[src/bgpup_pkg.sv]
`default_nettype none
package bgpup_pkg;

    localparam logic [3:0] PH_WLEN_HI   = 4'd0;
    localparam logic [3:0] PH_WLEN_LO   = 4'd1;
    localparam logic [3:0] PH_WITHDRAWN = 4'd2;
    localparam logic [3:0] PH_ALEN_HI   = 4'd3;
    localparam logic [3:0] PH_ALEN_LO   = 4'd4;
    localparam logic [3:0] PH_FLAGS     = 4'd5;
    localparam logic [3:0] PH_CODE      = 4'd6;
    localparam logic [3:0] PH_LEN_HI    = 4'd7;
    localparam logic [3:0] PH_LEN_LO    = 4'd8;
    localparam logic [3:0] PH_VALUE     = 4'd9;
    localparam logic [3:0] PH_NLRI      = 4'd10;
    localparam logic [3:0] PH_SKIP      = 4'd11;

    localparam logic [3:0] K_WITHDRAWN  = 4'd0;
    localparam logic [3:0] K_NLRI       = 4'd1;
    localparam logic [3:0] K_HEADER     = 4'd2;
    localparam logic [3:0] K_ORIGIN     = 4'd3;
    localparam logic [3:0] K_NEXTHOP    = 4'd4;
    localparam logic [3:0] K_MED        = 4'd5;
    localparam logic [3:0] K_LOCALPREF  = 4'd6;
    localparam logic [3:0] K_ASN        = 4'd7;
    localparam logic [3:0] K_COMMUNITY  = 4'd8;
    localparam logic [3:0] K_AGGR_ASN   = 4'd9;
    localparam logic [3:0] K_AGGR_ADDR  = 4'd10;
    localparam logic [3:0] K_ORIGINATOR = 4'd11;
    localparam logic [3:0] K_EOR        = 4'd12;
    localparam logic [3:0] K_ERROR      = 4'd13;
    localparam logic [3:0] K_DONE       = 4'd14;

    localparam logic [2:0] E_NONE      = 3'd0;
    localparam logic [2:0] E_HEADER    = 3'd1;
    localparam logic [2:0] E_WITHDRAWN = 3'd2;
    localparam logic [2:0] E_SECTION   = 3'd3;
    localparam logic [2:0] E_VALUE     = 3'd4;
    localparam logic [2:0] E_WIDE      = 3'd5;

    localparam logic [7:0] AC_ORIGIN     = 8'd1;
    localparam logic [7:0] AC_AS_PATH    = 8'd2;
    localparam logic [7:0] AC_NEXTHOP    = 8'd3;
    localparam logic [7:0] AC_MED        = 8'd4;
    localparam logic [7:0] AC_LOCALPREF  = 8'd5;
    localparam logic [7:0] AC_AGGREGATOR = 8'd7;
    localparam logic [7:0] AC_COMMUNITY  = 8'd8;
    localparam logic [7:0] AC_ORIGINATOR = 8'd9;

    localparam logic [5:0] AP_TYPE  = 6'd63;
    localparam logic [5:0] AP_COUNT = 6'd62;
    localparam int REC_W = 86;

    typedef struct packed {
        logic        final_record;
        logic [2:0]  error_code;
        logic [7:0]  segment_kind;
        logic [15:0] attribute_length;
        logic [7:0]  attribute_code;
        logic [7:0]  attribute_flags;
        logic [31:0] value_word;
        logic [5:0]  prefix_length;
        logic [3:0]  record_kind;
    } rec_t;

endpackage
`default_nettype wire

[src/bgp_update_stream_parser.sv]
`default_nettype none
// Parser for the body of a BGP UPDATE message, one byte per request.
// The slave channel carries tdata = byte_value and tuser = last_byte; the
// master channel carries one record per request, packed into tdata, with
// final_record in tlast. A byte yields zero, one or two records.
// The byte is decoded in the cycle it is accepted and its records are
// loaded into a two-entry output buffer, so the first record is visible on
// the master side in the cycle after acceptance. One byte is taken every
// cycle while the buffer has room; the buffer drains one record per cycle
// while m_axis_tready is high. When the receiver stalls, records wait in
// the buffer and s_axis_tready drops unless two new records could be stored.
// The AS number width register (1 selects four-octet AS_PATH numbers) is
// written with cfg_wr_en and cfg_wr_data.
// Reset clears the parse state and the register and empties the buffer; the
// last byte of every message returns the parse state to its reset values.
module bgp_update_stream_parser
    import bgpup_pkg::*;
(
    input  wire logic        clk,
    input  wire logic        rst_n,
    input  wire logic        cfg_wr_en,
    input  wire logic        cfg_wr_data,
    input  wire logic        s_axis_tvalid,
    output logic             s_axis_tready,
    input  wire logic [7:0]  s_axis_tdata,  // byte_value
    input  wire logic        s_axis_tuser,  // last_byte
    output logic             m_axis_tvalid,
    input  wire logic        m_axis_tready,
    // record_kind[3:0], prefix_length[9:4], value_word[41:10],
    // attribute_flags[49:42], attribute_code[57:50], attribute_length[73:58],
    // segment_kind[81:74], error_code[84:82], zero[87:85]
    output logic [87:0]      m_axis_tdata,
    output logic             m_axis_tlast   // final_record
);

    logic        asn4_reg;
    logic [3:0]  ph_reg, ph_next;
    logic [15:0] sec_reg, sec_next, wt_reg, wt_next, at_reg, at_next;
    logic [15:0] vr_reg, vr_next, cl_reg, cl_next;
    logic [7:0]  cf_reg, cf_next, cc_reg, cc_next, pb_reg, pb_next;
    logic [7:0]  sc_reg, sc_next, st_reg, st_next;
    logic [5:0]  fb_reg, fb_next;
    logic [31:0] wa_reg, wa_next;

    rec_t        buf_reg [2];
    rec_t        buf_next [2];
    logic [1:0]  cnt_reg, cnt_next;

    rec_t        r0, r1;
    logic [1:0]  n;
    logic        acc, pop;

    assign pop = m_axis_tvalid && m_axis_tready;
    // Room for two new records after this cycle's pop.
    assign s_axis_tready = (cnt_reg == 2'd0) || (cnt_reg == 2'd1 && m_axis_tready)
        || (cnt_reg == 2'd2 && 1'b0);
    assign acc = s_axis_tvalid && s_axis_tready;
    assign m_axis_tvalid = (cnt_reg != 2'd0);
    assign m_axis_tdata = {3'b000, buf_reg[0][84:0]};
    assign m_axis_tlast = buf_reg[0].final_record;

    function automatic rec_t mk(input logic [3:0] k, input logic [5:0] pl,
                                input logic [31:0] v, input logic [2:0] e,
                                input logic at, input logic [7:0] f,
                                input logic [7:0] c, input logic [15:0] l,
                                input logic [7:0] s);
        rec_t r;
        r.record_kind = k;
        r.prefix_length = pl;
        r.value_word = v;
        r.attribute_flags = at ? f : 8'd0;
        r.attribute_code = at ? c : 8'd0;
        r.attribute_length = at ? l : 16'd0;
        r.segment_kind = (k == K_ASN) ? s : 8'd0;
        r.error_code = e;
        r.final_record = 1'b0;
        return r;
    endfunction

    always_comb
    begin
        logic [7:0]  b;
        logic [3:0]  prior_ph;
        logic [3:0]  pkind;
        logic [5:0]  asz;
        logic [5:0]  tot;
        logic [1:0]  idx;
        logic [15:0] off;
        logic [5:0]  gsz;
        rec_t        rq [2];
        rec_t        t;
        b = s_axis_tdata;
        prior_ph = ph_reg;
        ph_next = ph_reg; sec_next = sec_reg; wt_next = wt_reg; at_next = at_reg;
        vr_next = vr_reg; cl_next = cl_reg; cf_next = cf_reg; cc_next = cc_reg;
        pb_next = pb_reg; sc_next = sc_reg; st_next = st_reg; fb_next = fb_reg;
        wa_next = wa_reg;
        n = 2'd0;
        rq[0] = '0; rq[1] = '0; t = '0;
        asz = asn4_reg ? 6'd4 : 6'd2;
        pkind = (ph_reg == PH_WITHDRAWN) ? K_WITHDRAWN : K_NLRI;
        off = cl_reg - vr_reg;
        tot = 6'((9'(pb_reg) + 9'd7) >> 3);
        idx = 2'(tot - fb_reg);
        gsz = (cl_reg == 16'd8) ? 6'd4 : ((cl_reg == 16'd6) ? 6'd2 : 6'd0);
        case (ph_reg)
            PH_WLEN_HI:
            begin
                wt_next = {b, 8'd0};
                ph_next = PH_WLEN_LO;
            end
            PH_WLEN_LO:
            begin
                wt_next = {wt_reg[15:8], b};
                sec_next = {wt_reg[15:8], b};
                fb_next = '0;
                ph_next = ({wt_reg[15:8], b} != 16'd0) ? PH_WITHDRAWN : PH_ALEN_HI;
            end
            PH_WITHDRAWN, PH_NLRI:
            begin
                if (fb_reg == 6'd0)
                begin
                    pb_next = b;
                    wa_next = '0;
                    fb_next = 6'((9'(b) + 9'd7) >> 3);
                    if (b > 8'd32)
                    begin
                        rq[n[0]] = mk(K_ERROR, 6'd0, {24'd0, b}, E_WIDE, 1'b0,
                                      cf_reg, cc_reg, cl_reg, st_reg);
                        n = n + 2'd1;
                    end
                    else if (b == 8'd0)
                    begin
                        rq[n[0]] = mk(pkind, 6'd0, 32'd0, E_NONE, 1'b0,
                                      cf_reg, cc_reg, cl_reg, st_reg);
                        n = n + 2'd1;
                    end
                end
                else
                begin
                    if (pb_reg <= 8'd32)
                        wa_next = wa_reg | ({24'd0, b} << {~idx, 3'b000});
                    fb_next = fb_reg - 6'd1;
                    if (fb_reg == 6'd1 && pb_reg <= 8'd32)
                    begin
                        rq[n[0]] = mk(pkind, pb_reg[5:0], wa_next, E_NONE, 1'b0,
                                      cf_reg, cc_reg, cl_reg, st_reg);
                        n = n + 2'd1;
                    end
                end
                if (ph_reg == PH_WITHDRAWN)
                begin
                    if (sec_reg != 16'd0)
                        sec_next = sec_reg - 16'd1;
                    if (sec_next == 16'd0)
                    begin
                        if (fb_next != 6'd0 && pb_next <= 8'd32)
                        begin
                            rq[n[0]] = mk(K_ERROR, 6'd0, 32'd0, E_WITHDRAWN, 1'b0,
                                          cf_reg, cc_reg, cl_reg, st_reg);
                            n = n + 2'd1;
                        end
                        fb_next = '0;
                        ph_next = PH_ALEN_HI;
                    end
                end
            end
            PH_ALEN_HI:
            begin
                at_next = {b, 8'd0};
                ph_next = PH_ALEN_LO;
            end
            PH_ALEN_LO:
            begin
                at_next = {at_reg[15:8], b};
                sec_next = {at_reg[15:8], b};
                fb_next = '0;
                ph_next = ({at_reg[15:8], b} != 16'd0) ? PH_FLAGS : PH_NLRI;
            end
            PH_FLAGS:
            begin
                cf_next = b; cc_next = '0; cl_next = '0;
                if (sec_reg != 16'd0) sec_next = sec_reg - 16'd1;
                ph_next = PH_CODE;
            end
            PH_CODE:
            begin
                cc_next = b;
                if (sec_reg != 16'd0) sec_next = sec_reg - 16'd1;
                ph_next = cf_reg[4] ? PH_LEN_HI : PH_LEN_LO;
            end
            PH_LEN_HI:
            begin
                cl_next = {b, 8'd0};
                if (sec_reg != 16'd0) sec_next = sec_reg - 16'd1;
                ph_next = PH_LEN_LO;
            end
            PH_LEN_LO:
            begin
                cl_next = {cl_reg[15:8], b};
                if (sec_reg != 16'd0) sec_next = sec_reg - 16'd1;
                if (cl_next > sec_next)
                begin
                    rq[0] = mk(K_ERROR, 6'd0, 32'd0, E_VALUE, 1'b1,
                               cf_reg, cc_reg, cl_next, st_reg);
                    n = 2'd1;
                    ph_next = (sec_next != 16'd0) ? PH_SKIP : PH_NLRI;
                end
                else
                begin
                    rq[0] = mk(K_HEADER, 6'd0, 32'd0, E_NONE, 1'b1,
                               cf_reg, cc_reg, cl_next, st_reg);
                    n = 2'd1;
                    wa_next = '0;
                    sc_next = '0;
                    fb_next = (cc_reg == AC_AS_PATH) ? AP_TYPE : 6'd0;
                    vr_next = cl_next;
                    if (cl_next != 16'd0)
                        ph_next = PH_VALUE;
                    else
                        ph_next = (sec_next != 16'd0) ? PH_FLAGS : PH_NLRI;
                end
            end
            PH_VALUE:
            begin
                case (cc_reg)
                    AC_ORIGIN:
                        if (off == 16'd0)
                        begin
                            rq[0] = mk(K_ORIGIN, 6'd0, {24'd0, b}, E_NONE, 1'b1,
                                       cf_reg, cc_reg, cl_reg, st_reg);
                            n = 2'd1;
                        end
                    AC_AS_PATH:
                        if (fb_reg == AP_TYPE)
                        begin
                            st_next = b;
                            fb_next = AP_COUNT;
                        end
                        else if (fb_reg == AP_COUNT)
                        begin
                            sc_next = b;
                            wa_next = '0;
                            fb_next = (b != 8'd0) ? asz : AP_TYPE;
                        end
                        else
                        begin
                            wa_next = {wa_reg[23:0], b};
                            if (fb_reg <= 6'd1)
                            begin
                                rq[0] = mk(K_ASN, 6'd0, wa_next, E_NONE, 1'b1,
                                           cf_reg, cc_reg, cl_reg, st_reg);
                                n = 2'd1;
                                wa_next = '0;
                                sc_next = (sc_reg != 8'd0) ? sc_reg - 8'd1 : 8'd0;
                                fb_next = (sc_next != 8'd0) ? asz : AP_TYPE;
                            end
                            else
                                fb_next = fb_reg - 6'd1;
                        end
                    AC_NEXTHOP, AC_MED, AC_LOCALPREF, AC_ORIGINATOR:
                        if (off < 16'd4)
                        begin
                            wa_next = {wa_reg[23:0], b};
                            if (off == 16'd3)
                            begin
                                case (cc_reg)
                                    AC_NEXTHOP:   t.record_kind = K_NEXTHOP;
                                    AC_MED:       t.record_kind = K_MED;
                                    AC_LOCALPREF: t.record_kind = K_LOCALPREF;
                                    default:      t.record_kind = K_ORIGINATOR;
                                endcase
                                rq[0] = mk(t.record_kind, 6'd0, wa_next, E_NONE,
                                           1'b1, cf_reg, cc_reg, cl_reg, st_reg);
                                n = 2'd1;
                            end
                        end
                    AC_AGGREGATOR:
                        if (gsz != 6'd0)
                        begin
                            wa_next = {wa_reg[23:0], b};
                            if (off == 16'(gsz - 6'd1))
                            begin
                                rq[0] = mk(K_AGGR_ASN, 6'd0, wa_next, E_NONE, 1'b1,
                                           cf_reg, cc_reg, cl_reg, st_reg);
                                n = 2'd1;
                                wa_next = '0;
                            end
                            else if (off == 16'(gsz + 6'd3))
                            begin
                                rq[0] = mk(K_AGGR_ADDR, 6'd0, wa_next, E_NONE, 1'b1,
                                           cf_reg, cc_reg, cl_reg, st_reg);
                                n = 2'd1;
                            end
                        end
                    AC_COMMUNITY:
                    begin
                        wa_next = {16'd0, wa_reg[7:0], b};
                        if (off[0])
                        begin
                            rq[0] = mk(K_COMMUNITY, 6'd0, wa_next, E_NONE, 1'b1,
                                       cf_reg, cc_reg, cl_reg, st_reg);
                            n = 2'd1;
                        end
                    end
                    default: ;
                endcase
                if (vr_reg != 16'd0) vr_next = vr_reg - 16'd1;
                if (sec_reg != 16'd0) sec_next = sec_reg - 16'd1;
                if (vr_next == 16'd0)
                begin
                    fb_next = '0;
                    ph_next = (sec_next != 16'd0) ? PH_FLAGS : PH_NLRI;
                end
            end
            PH_SKIP:
            begin
                if (sec_reg != 16'd0) sec_next = sec_reg - 16'd1;
                if (sec_next == 16'd0) ph_next = PH_NLRI;
            end
            default:
                ph_next = PH_WLEN_HI;
        endcase

        if ((prior_ph == PH_FLAGS || prior_ph == PH_CODE || prior_ph == PH_LEN_HI)
            && sec_next == 16'd0)
        begin
            rq[n[0]] = mk(K_ERROR, 6'd0, 32'd0, E_SECTION, 1'b0,
                          cf_reg, cc_reg, cl_reg, st_reg);
            n = n + 2'd1;
            fb_next = '0;
            ph_next = PH_NLRI;
        end

        if (s_axis_tuser)
        begin
            case (ph_next)
                PH_WLEN_HI, PH_WLEN_LO, PH_ALEN_HI, PH_ALEN_LO:
                    t = mk(K_ERROR, 6'd0, 32'd0, E_HEADER, 1'b0, cf_reg, cc_reg,
                           cl_reg, st_reg);
                PH_WITHDRAWN:
                    t = mk(K_ERROR, 6'd0, 32'd0, E_WITHDRAWN, 1'b0, cf_reg, cc_reg,
                           cl_reg, st_reg);
                PH_NLRI:
                    if (prior_ph == PH_ALEN_LO && wt_reg == 16'd0 && at_next == 16'd0)
                        t = mk(K_EOR, 6'd0, 32'd0, E_NONE, 1'b0, cf_reg, cc_reg,
                               cl_reg, st_reg);
                    else
                        t = mk(K_DONE, 6'd0, 32'd0, E_NONE, 1'b0, cf_reg, cc_reg,
                               cl_reg, st_reg);
                default:
                    t = mk(K_ERROR, 6'd0, 32'd0, E_SECTION, 1'b0, cf_reg, cc_reg,
                           cl_reg, st_reg);
            endcase
            if (n != 2'd2)
            begin
                t.final_record = 1'b1;
                rq[n[0]] = t;
                n = n + 2'd1;
            end
            else
                rq[1].final_record = 1'b1;
            ph_next = PH_WLEN_HI;
            sec_next = '0; wt_next = '0; at_next = '0; vr_next = '0;
            cf_next = '0; cc_next = '0; cl_next = '0; pb_next = '0;
            fb_next = '0; wa_next = '0; sc_next = '0; st_next = '0;
        end
        r0 = rq[0];
        r1 = rq[1];
    end

    always_comb
    begin
        logic [1:0] base;
        buf_next[0] = buf_reg[0];
        buf_next[1] = buf_reg[1];
        base = cnt_reg;
        if (pop)
        begin
            buf_next[0] = buf_reg[1];
            base = cnt_reg - 2'd1;
        end
        cnt_next = base;
        if (acc && n != 2'd0)
        begin
            if (base == 2'd0)
            begin
                buf_next[0] = r0;
                buf_next[1] = r1;
            end
            else
                buf_next[1] = r0;
            cnt_next = base + n;
        end
    end

    always_ff @(posedge clk or negedge rst_n)
    begin
        if (!rst_n)
        begin
            asn4_reg <= 1'b0;
            cnt_reg <= '0;
            ph_reg <= PH_WLEN_HI;
            sec_reg <= '0; wt_reg <= '0; at_reg <= '0; vr_reg <= '0;
            cf_reg <= '0; cc_reg <= '0; cl_reg <= '0; pb_reg <= '0;
            fb_reg <= '0; wa_reg <= '0; sc_reg <= '0; st_reg <= '0;
        end
        else
        begin
            if (cfg_wr_en)
                asn4_reg <= cfg_wr_data;
            cnt_reg <= cnt_next;
            if (acc)
            begin
                ph_reg <= ph_next;
                sec_reg <= sec_next; wt_reg <= wt_next; at_reg <= at_next;
                vr_reg <= vr_next; cf_reg <= cf_next; cc_reg <= cc_next;
                cl_reg <= cl_next; pb_reg <= pb_next; fb_reg <= fb_next;
                wa_reg <= wa_next; sc_reg <= sc_next; st_reg <= st_next;
            end
        end
    end

    always_ff @(posedge clk)
    begin
        buf_reg[0] <= buf_next[0];
        buf_reg[1] <= buf_next[1];
    end

endmodule
`default_nettype wire

[config.mk]
export PLATFORM = sky130hd
export DESIGN_NAME = bgp_update_stream_parser
export DESIGN_NICKNAME = d
export VERILOG_FILES = /design/src/bgpup_pkg.sv /design/src/bgp_update_stream_parser.sv
export SDC_FILE = /design/constraint.sdc
export NUM_CORES = 1
export LEC_CHECK = 0
export ABC_AREA = 1
export BUFFER_PORTS_ARGS = -buffer_cell sky130_fd_sc_hd__buf_2
export CELL_PAD_IN_SITES_DETAIL_PLACEMENT = 0
export CELL_PAD_IN_SITES_GLOBAL_PLACEMENT = 1
export CORE_MARGIN = 4
export CORE_UTILIZATION = 42
export CTS_CLUSTER_DIAMETER = 30
export CTS_CLUSTER_SIZE = 40
export DETAILED_ROUTE_END_ITERATION = 10
export GPL_TIMING_DRIVEN = 1
export PLACE_DENSITY = 0.78
export SLEW_MARGIN = 20
export SYNTH_ARGS = -nofsm -noshare
export SYNTH_HDL_FRONTEND = slang
export SYNTH_SLANG_ARGS = --single-unit
[constraint.sdc]
create_clock -name clk -period 5.7 [get_ports clk]
set_clock_uncertainty 0.1 [all_clocks]
set_input_delay 0.285 -clock clk [delete_from_list [all_inputs] [get_ports clk]]
set_output_delay 0.285 -clock clk [all_outputs]
set_load 0.05 [all_outputs]
==> out/qor.yml, run 1 <==
pin_count: 106
cp-start-kind: "register"
synthXorXnorAreaFrac_pct: 0.916
place.detailed.hpwl_um: 53000
die_y_um: 237
first_pass_iters: 5
regArea_um2: 8430
syn_avg_cell_area_um2: 7.20
drive_above_1_share_pct: 11.7
synthFlopType: "dfrtp_1"
die_area_um2: 56100
finalSetupViolations: 0
fillers: 5011
die_w_um: 237
wl_met3_um: 5600
root_buffer: "clkbuf_16"
syn-cell-area_um2: 22000
worstHoldPathType: "input port to register"
grt_pass1_vias: 20654
tightestPinTransition_ns: 1.09
drc: 0
place_congestion: 0.940
critPathMaxStageDelay_ns: 0.50
synth_common_cells: "nand2_1 (788), nor2_1 (304), inv_1 (295), nand3_1 (231), o21ai_0 (217)"
viasPerCell: 5.58
postRouteAntennaNets: 0
synth.most_common_cell: "nand2_1"
r2r-end: "buf_reg[0][93]$_DFFE_PN_"
syn_inst: 3057
synth_cell_types: 59
cts_tree: "built"
post_drt_wl_per_cell_um: 19.5
worst_path_max_delay_cell: "nor3_1"
hold_viol: 0
largest_register_ffs: 172
grt_usage_pct: 26.0
cts_sinks: 337
whs_endpoint: "buf_reg[0][3]$_DFF_P_"
detail_route.wirelength_um: 75000
powerDensity_nw_per_um2: 744
slew_viol_final: 0
cts_buffers: 88
met1_length_um: 34000
max_freq_mhz: 190
synth_warnings: 0
dp.cells: 3669
tns_ns: 0
grt_antenna_before_repair: 0
power_w: 0.0192
nets: 3148
start_util_pct: 42.6
whs_path_depth: 3
grt_max_degree: 75
critPathKind: "register to register"
synth-simple-area-share_pct: 29.4
synthAdderAreaFrac_pct: 2.88
port_buffers: 102
dr_wl_met2_um: 33400
r2r-start: "cl_reg[0]$_DFFE_PN0P_"
ys_seq_elements: 337
rsz0062_at_grt: "no"
synth_top_family_by_area: "simple AND/OR/NAND/NOR gates"
first_iter_violations: 2071
synth_edf_count: 86
vias: 21424
period_needed_ns: 5.25
syn_to_final_growth_pct: 17.2
post_cts_buffers: 0
ys_async_sr_fraction_pct: 49.0
synth_top_area_cell: "dfrtp_1"
synth_compound_area_share_pct: 14.1
overflow: 0
htree_levels: 3
top_layer: "met4"
fin_ws_ns: 0.447
synth.area.top_cells: "dfrtp_1 (19%), nand2_1 (13%), edfxtp_1 (12%)"
critPathMaxFanout: 51
clk_pin_slew_ns: 0.05
cts.path.max_buffers: 3
max_slew_margin_pct: 26.8
yosys.area.top_type_share_pct: 18.8
num_rows: 83
maxCapViolCount: 0
crit_arrival_ns: 5.50
dp_slack_ns: 0.564
fin_crit_sh_pct: 92.2
cp-end-kind: "register"
worstRegToRegCells: 28
status: "completed"
multi_input_area_um2: 11100
irDropWorstVdd_mv: 0.445
clk_latency_ns: 0.63
p_leak_nw: 12.0
yosysSeqAreaShare_pct: 38.3
n_antenna_cell: 0
synthMuxAreaShare_pct: 3.19
grt_pass1_wl_um: 117000
cpMostUsedCell: "nand2_1"
coreArea_um2: 51600
timing.hold.worst.start: "m_axis_tready"
critPathRequiredTime_ns: 5.94
reg2reg_slack_ns: 0.45
finalNonFillerCells: 3836
## per-stage QoR
| step | hold WS (ns) | util [%] | cell area [um^2] |
|---|---|---|---|
| floorplan | -0.111 | - | 22000 |
| CTS | 0.0195 | 50.0 | 25800 |
| detailed placement | 0.280 | 43.8 | 22600 |
| finish | 0.0526 | 50.0 | 25800 |
| global route | 0.0720 | 50.0 | 25800 |
| global placement | 0.288 | 43.8 | 22600 |
## cells by family after synthesis
| kind of cell | count (synthesis) |
|---|---|
| compound gates | 527 |
| xor+xnor | 23 |
| fa+ha+maj | 50 |
| buf+inv | 541 |
| flops | 337 |
| mux | 70 |
| other cells | 1 |
| simple gates | 1508 |
## report_power, final
| group | internal, W | switching (W) |
|---|---|---|
| logic | 0.00280 | 0.00717 |
| registers | 0.00335 | 0.000639 |
| clock network | 0.00363 | 0.00159 |
| total | 0.00978 | 0.00939 |
## worst max-delay path by stage
stage	startpoint	to	slack [ns]	depth (start not counted)
detailed placement	cl_reg[0]$_DFFE_PN0P_	buf_reg[0][25]$_DFF_P_	0.56	32
floorplan	cl_reg[0]$_DFFE_PN0P_	buf_reg[0][100]$_DFFE_PN_	0.12	30
global route	cl_reg[0]$_DFFE_PN0P_	buf_reg[0][84]$_DFF_P_	0.009	32
global placement	cl_reg[0]$_DFFE_PN0P_	buf_reg[0][88]$_DFFE_PN_	0.70	30
CTS	cl_reg[0]$_DFFE_PN0P_	buf_reg[0][88]$_DFFE_PN_	0.51	30
finish	cl_reg[0]$_DFFE_PN0P_	buf_reg[0][93]$_DFFE_PN_	0.45	28
## layer usage
metal	vias up	global-route usage, %
met5	-	0
met4	0	8.16
met3	140	4.58
met2	790	40.5
met1	10245	36.9
li1	10249	-
## worst max-delay path: cells and delay by family, from the launching register on
family | cells | cell delay, ns
and+or+nand+nor | 19 | 2.54
adders and majority gates | 4 | 1.01
buffers and inverters | 4 | 0.62
DFF | 1 | 0.42
xor gates and xnor gates | 1 | 0.24
## area by class of cell
class	instances	share of cell area [%]
Multi-Input combinational cell	2181	43.2
Sequential cell	337	32.7
Clock buffer	113	9.38
Inverter	318	4.64
Timing Repair Buffer	157	3.89
Tap cell	680	3.30
Clock inverter	50	2.87
## timing repair
| action | CTS | global route |
|---|---|---|
| endpoints found under the setup margin | 0 | 3 |
| hold endpoints to repair | 63 | 0 |
| hold buffers | 4 | 0 |
| gates resized for setup | 0 | 1 |
## placed cells by master, fill, tap and decap left out, types with 49 or more instances in the layout
cell and n:
a21oi_1 96, buf_2 101, clkbuf_16 89, dfrtp_1 165, dfxtp_1 86, edfxtp_1 86
ha_1 49, inv_1 293, mux2i_1 70, nand2_1 787, nand3_1 231, nand4_1 77
nor2_1 302, o211ai_1 69, o21ai_0 216, o22ai_1 60
(Power assumes the default switching activity.)
==> run 2, diff against run 1 <==
Settings changed: CORE_ASPECT_RATIO set to 0.9, RECOVER_POWER set to 50.
==> out/qor.yml, run 2 (synthesis results as in run 1) <==
status: "finished, violations left"
violations: "capacitance limit, slew limit"
critPathBufInv: 3  # -1
die_w_um: 249  # +5.2%
regArea_um2: 8430  # unchanged
cts.path.max_buffers: 3  # unchanged
reg2reg_slack_ns: 0.28  # -0.17 ns
vias: 21606  # +0.85%
drive_above_1_share_pct: 9.27  # -2.4 points
cp-end-kind: "register"
cts_sinks: 337  # unchanged
multi_input_area_um2: 11200  # +0.12%
cp_top_family: "buffers and inverters"
rsz0062_at_grt: "no"
grt_usage_pct: 26.9  # +0.97 points
whs_path_depth: 3  # unchanged
root_buffer: "clkbuf_16"
irDropWorstVdd_mv: 0.526  # +18%
post_drt_wl_per_cell_um: 20.1  # +2.7%
port_buffers: 102  # unchanged
postRouteAntennaNets: 0  # unchanged
slew_viol_final: 191  # +191
pin_count: 106  # unchanged
overflow: 0  # unchanged
layout_common_cells: "nand2_1 (787), nor2_1 (301), inv_1 (295)"
cpMostUsedCell: "nand2_1"
critPathMaxFanout: 53  # +3.9%
powerDensity_nw_per_um2: 731  # -1.6%
clk_pin_slew_ns: 0.05  # about the same
drc: 0  # unchanged
die_area_um2: 56100  # about the same
die_y_um: 225  # -5.0%
hold_ws_ns: 0.157  # +0.105 ns
max_freq_mhz: 184  # -3.1%
cp-start-kind: "register"
critPathMaxStageDelay_ns: 2.12  # +1.62 ns
fin_crit_sh_pct: 95.1  # +2.9 points
critPathRequiredTime_ns: 6.09  # +0.15 ns
path_depth: 14  # -50%
nets: 3181  # +1.0%
critPathKind: "register to register"
grt_antenna_before_repair: 0  # unchanged
first_pass_iters: 5  # unchanged
grt_pass1_wl_um: 120000  # +2.8%
place_congestion: 0.964  # +2.5%
period_needed_ns: 5.42  # +0.167 ns
fillers: 5167  # +3.1%
largest_register_ffs: 172  # unchanged
hold_viol: 0  # unchanged
detail_route.wirelength_um: 77700  # +3.7%
worstHoldPathType: "input port to register"
finalNonFillerCells: 3873  # +0.96%
grt_max_degree: 88  # +17%
start_util_pct: 42.5  # -0.15 points
syn_to_final_growth_pct: 16.2
power_w: 0.0187  # -2.5%
cts_tree: "built"
layout_commonest_cell: "nand2_1"
coreArea_um2: 51800  # +0.35%
num_rows: 79  # -4.8%
crit_arrival_ns: 5.81  # +0.31 ns
htree_levels: 3  # unchanged
worstRegToRegCells: 14  # -50%
worst_path_max_delay_cell: "clkbuf_1"
place.detailed.hpwl_um: 55800  # +5.2%
cts_buffers: 83  # -5.7%
viasPerCell: 5.58  # -0.11%
maxCapViolCount: 4  # +4
clk_latency_ns: 0.64  # about the same
tightestPinTransition_ns: 4.34  # +3.24 ns
first_iter_violations: 2104  # +1.6%
p_leak_nw: 11.8  # -2.1%
finalSetupViolations: 0  # unchanged
grt_pass1_vias: 20734  # +0.39%
dp.cells: 3707  # +1.0%
path_cells: "inv_1, nand2_1, nor2_4, clkbuf_1, nand2_1, nor2_1, nor2_1, o31ai_1, nand2_1, nand2_1, a31oi_1, nand3_1, inv_2, a22o_1"
max_slew_margin_pct: -189  # -220 points
run 2: per-stage QoR:
stage	util [%]	cell area [um^2]	worst slack, ns	setup TNS (ns)
floorplan	-	22000	0.118	0
global placement	44.0	22800	0.0459	0
detailed placement	44.0	22800	-0.0836	-1.13
CTS	49.4	25600	0.0536	0
global route	49.4	25600	0.0708	0
finish	49.4	25600	0.279	0
run 2: per-layer routing:
layer / part of all wire (%) / up-vias / track usage [%] / routed length (um)
met5: 0 / - / 0 / 0
met4: 2.4 / 0 / 7.34 / 1870
met3: 8.4 / 132 / 6.25 / 6560
met2: 43 / 925 / 41.1 / 33600
met1: 46 / 10266 / 38.7 / 35600
li1: - / 10283 / - / -
run 2: final cells by class:
cell class                      count  share of cell area (%)
Inverter                          318                    4.68
Antenna cell                        1                 0.00979
Timing Repair Buffer              194                    4.56
Sequential cell                   337                    33.0
Tap cell                          688                    3.37
Multi-Input combinational cell   2182                    43.6
Clock buffer                      124                    9.43
Clock inverter                     29                    1.32
run 2: worst paths after layout:
kind | from | to
worst min-delay path | s_axis_tdata[4] | pb_reg[4]$_DFFE_PN0P_
worst max-delay path | ph_reg[2]$_DFFE_PN0P_ | wa_reg[27]$_DFFE_PN0P_
max in group asynchronous | rst_n | wt_reg[7]$_DFFE_PN0P_
min in group asynchronous | rst_n | sec_reg[13]$_DFFE_PN0P_
worst max register to register | ph_reg[2]$_DFFE_PN0P_ | wa_reg[27]$_DFFE_PN0P_
worst min register to register | buf_reg[0][88]$_DFFE_PN_ | buf_reg[0][2]$_DFF_P_
run 2: power by group:
part	internal, W	total, W	switching [W]	leakage, nW
logic	0.00288	0.0102	0.00736	6.68
clock network	0.00297	0.00449	0.00152	1.33
registers	0.00335	0.00397	0.000615	3.78
total	0.00920	0.0187	0.00949	11.8
run 2: what timing repair did:
| item | 4_1_cts | 5_1_grt |
|---|---|---|
| gates resized for setup | 0 | 4 |
| buffers inserted | 0 | 5 |
| endpoints found under the hold margin | 85 | 0 |
| setup endpoints to repair | 0 | 109 |
| hold buffers | 5 | 0 |
run 2: worst min-delay path, stage by stage:
cell and delay [ns]:
buf_2 0.18, o21ai_0 0.25, o22ai_1 0.11
==> run 3, diff against run 2 <==
Settings changed: CTS_CLUSTER_SIZE 40 to unset, RECOVER_POWER 50 to unset.
==> out/qor.yml, run 3 (synthesis results as in run 1) <==
first_iter_violations: 2108  # +0.19%
maxCapViolCount: 0  # -4
crit_start: "cl_reg[0]$_DFFE_PN0P_"
irDropWorstVdd_mv: 0.561  # +6.7%
place.detailed.hpwl_um: 55800  # unchanged
layout_common_cells: "nand2_1 (787), nor2_1 (301), inv_1 (294)"
n_antenna_cell: 0  # -1
fin_crit_sh_pct: 89.6  # -5.5 points
layout_commonest_cell: "nand2_1"
nets: 3181  # unchanged
cts_sinks: 337  # unchanged
max_slew_margin_pct: 30.9  # +220 points
place_congestion: 0.964  # unchanged
finalSetupViolations: 0  # unchanged
r2r-start: "cl_reg[0]$_DFFE_PN0P_"
final_area_um2: 25800  # +0.79%
first_pass_iters: 5  # unchanged
drive_above_1_share_pct: 12.2  # +3.0 points
cpMostUsedCell: "nand2_1"
critPathKind: "register to register"
cts_buffers: 83  # unchanged
regArea_um2: 8430  # unchanged
crit_arrival_ns: 5.48  # -0.33 ns
fillers: 5090  # -1.5%
post_drt_wl_per_cell_um: 20.0  # -0.10%
multi_input_area_um2: 11200  # unchanged
timing.hold.worst.start: "s_axis_tdata[4]"
hold_viol: 0  # unchanged
status: "completed"
finalNonFillerCells: 3874  # +0.026%
fin_ws_ns: 0.591  # +0.312 ns
drc: 0  # unchanged
worstHoldPathType: "input port to register"
cp-end-kind: "register"
die_area_um2: 56100  # unchanged
dp_slack_ns: -0.0836  # unchanged
place_area_um2: 22800  # unchanged
period_needed_ns: 5.11  # -0.312 ns
start_util_pct: 42.5  # unchanged
coreArea_um2: 51800  # unchanged
overflow: 0  # unchanged
largest_register_ffs: 172  # unchanged
tightestPinTransition_ns: 1.03  # -3.30 ns
die_y_um: 225  # unchanged
critPathMaxFanout: 35  # -34%
vias: 21684  # +0.36%
power_w: 0.0189  # +1.1%
viasPerCell: 5.60  # +0.34%
htree_levels: 3  # unchanged
detail_route.wirelength_um: 77700  # about the same
p_leak_nw: 12.1  # +2.5%
grt_antenna_before_repair: 0  # unchanged
grt_usage_pct: 27.0  # +0.032 points
cts_tree: "built"
cts.path.max_buffers: 3  # unchanged
grt_pass1_vias: 20712  # -0.11%
clk_latency_ns: 0.63  # about the same
clk_pin_slew_ns: 0.04  # about the same
slew_viol_final: 0  # -100%
cp-start-kind: "register"
powerDensity_nw_per_um2: 733  # +0.27%
die_w_um: 249  # unchanged
grt_max_degree: 88  # unchanged
pin_count: 106  # unchanged
grt_pass1_wl_um: 120000  # +0.17%
num_rows: 79  # unchanged
max_freq_mhz: 196  # +6.1%
critPathMaxStageDelay_ns: 0.41  # -1.71 ns
critPathRequiredTime_ns: 6.07  # -0.02 ns
final_core_util_pct: 49.7  # +0.39 points
root_buffer: "clkbuf_16"
rsz0062_at_grt: "no"
port_buffers: 102  # unchanged
worst_path_max_delay_cell: "fa_1"
dp.cells: 3707  # unchanged
postRouteAntennaNets: 0  # unchanged
syn_to_final_growth_pct: 17.1
-- run 3: changes by cell type in the layout (fill, tap and decap cells not counted), moves of 2 or more --
cell | previous run | this run
buf_2 | 13 | 101
buf_4 | 76 | 81
bufinv_16 | 1 | 4
clkbuf_1 | 115 | 24
o21ai_0 | 218 | 216
o21ai_1 | 20 | 22
-- run 3: path summary, 6_finish.rpt --
kind,end,slack [ns],depth (start not counted)
setup / recovery,buf_reg[0][92]$_DFFE_PN_,0.59,30
hold / removal,wa_reg[4]$_DFFE_PN0P_,0.17,5
setup reg to reg,buf_reg[0][92]$_DFFE_PN_,0.59,30
hold reg to reg,buf_reg[0][2]$_DFF_P_,0.38,2
max in group asynchronous,wa_reg[26]$_DFFE_PN0P_,3.96,3
min in group asynchronous,sec_reg[13]$_DFFE_PN0P_,0.21,2
-- run 3: area by class of cell --
| class | instances | share of cell area (%) |
|---|---|---|
| Inverter | 318 | 4.65 |
| Multi-Input combinational cell | 2182 | 43.3 |
| Clock inverter | 31 | 1.64 |
| Tap cell | 688 | 3.34 |
| Clock buffer | 124 | 9.32 |
| Timing Repair Buffer | 194 | 5.03 |
| Sequential cell | 337 | 32.7 |
-- run 3: timing repair --
item / in CTS / in global routing
endpoints found under the hold margin: 85 / 0
setup endpoints to repair: 0 / 109
resized for setup: 0 / 4
hold buffers: 5 / 0
setup buffers: 0 / 5
-- run 3: routing by layer --
metal | vias to the layer above | track usage, % | routed length, um
met5 | - | 0 | 0
met4 | 0 | 7.34 | 1910
met3 | 140 | 5.90 | 6710
met2 | 938 | 41.1 | 33500
met1 | 10310 | 39.0 | 35500
li1 | 10296 | - | -
-- run 3: report_power, final --
group,internal (W),switching [W],leakage [nW]
sequential,0.00335,0.000601,3.78
combinational,0.00298,0.00735,6.94
clock,0.00310,0.00151,1.36
total,0.00943,0.00947,12.1
-- run 3: worst max-delay path: cells and delay by family, from the launching register on --
family / cells / cell delay [ns]
simple gates: 19 / 2.18
fa+ha+maj: 4 / 1.04
buf+inv: 6 / 0.99
flops: 1 / 0.40
xor+xnor: 1 / 0.25
-- run 3: through the flow --
stage,hold slack [ns],TNS (ns)
after floorplan,-0.111,0
after global placement,0.344,0
after detailed placement,0.335,-1.13
after CTS,0.120,0
after global routing,0.151,0
final,0.173,0
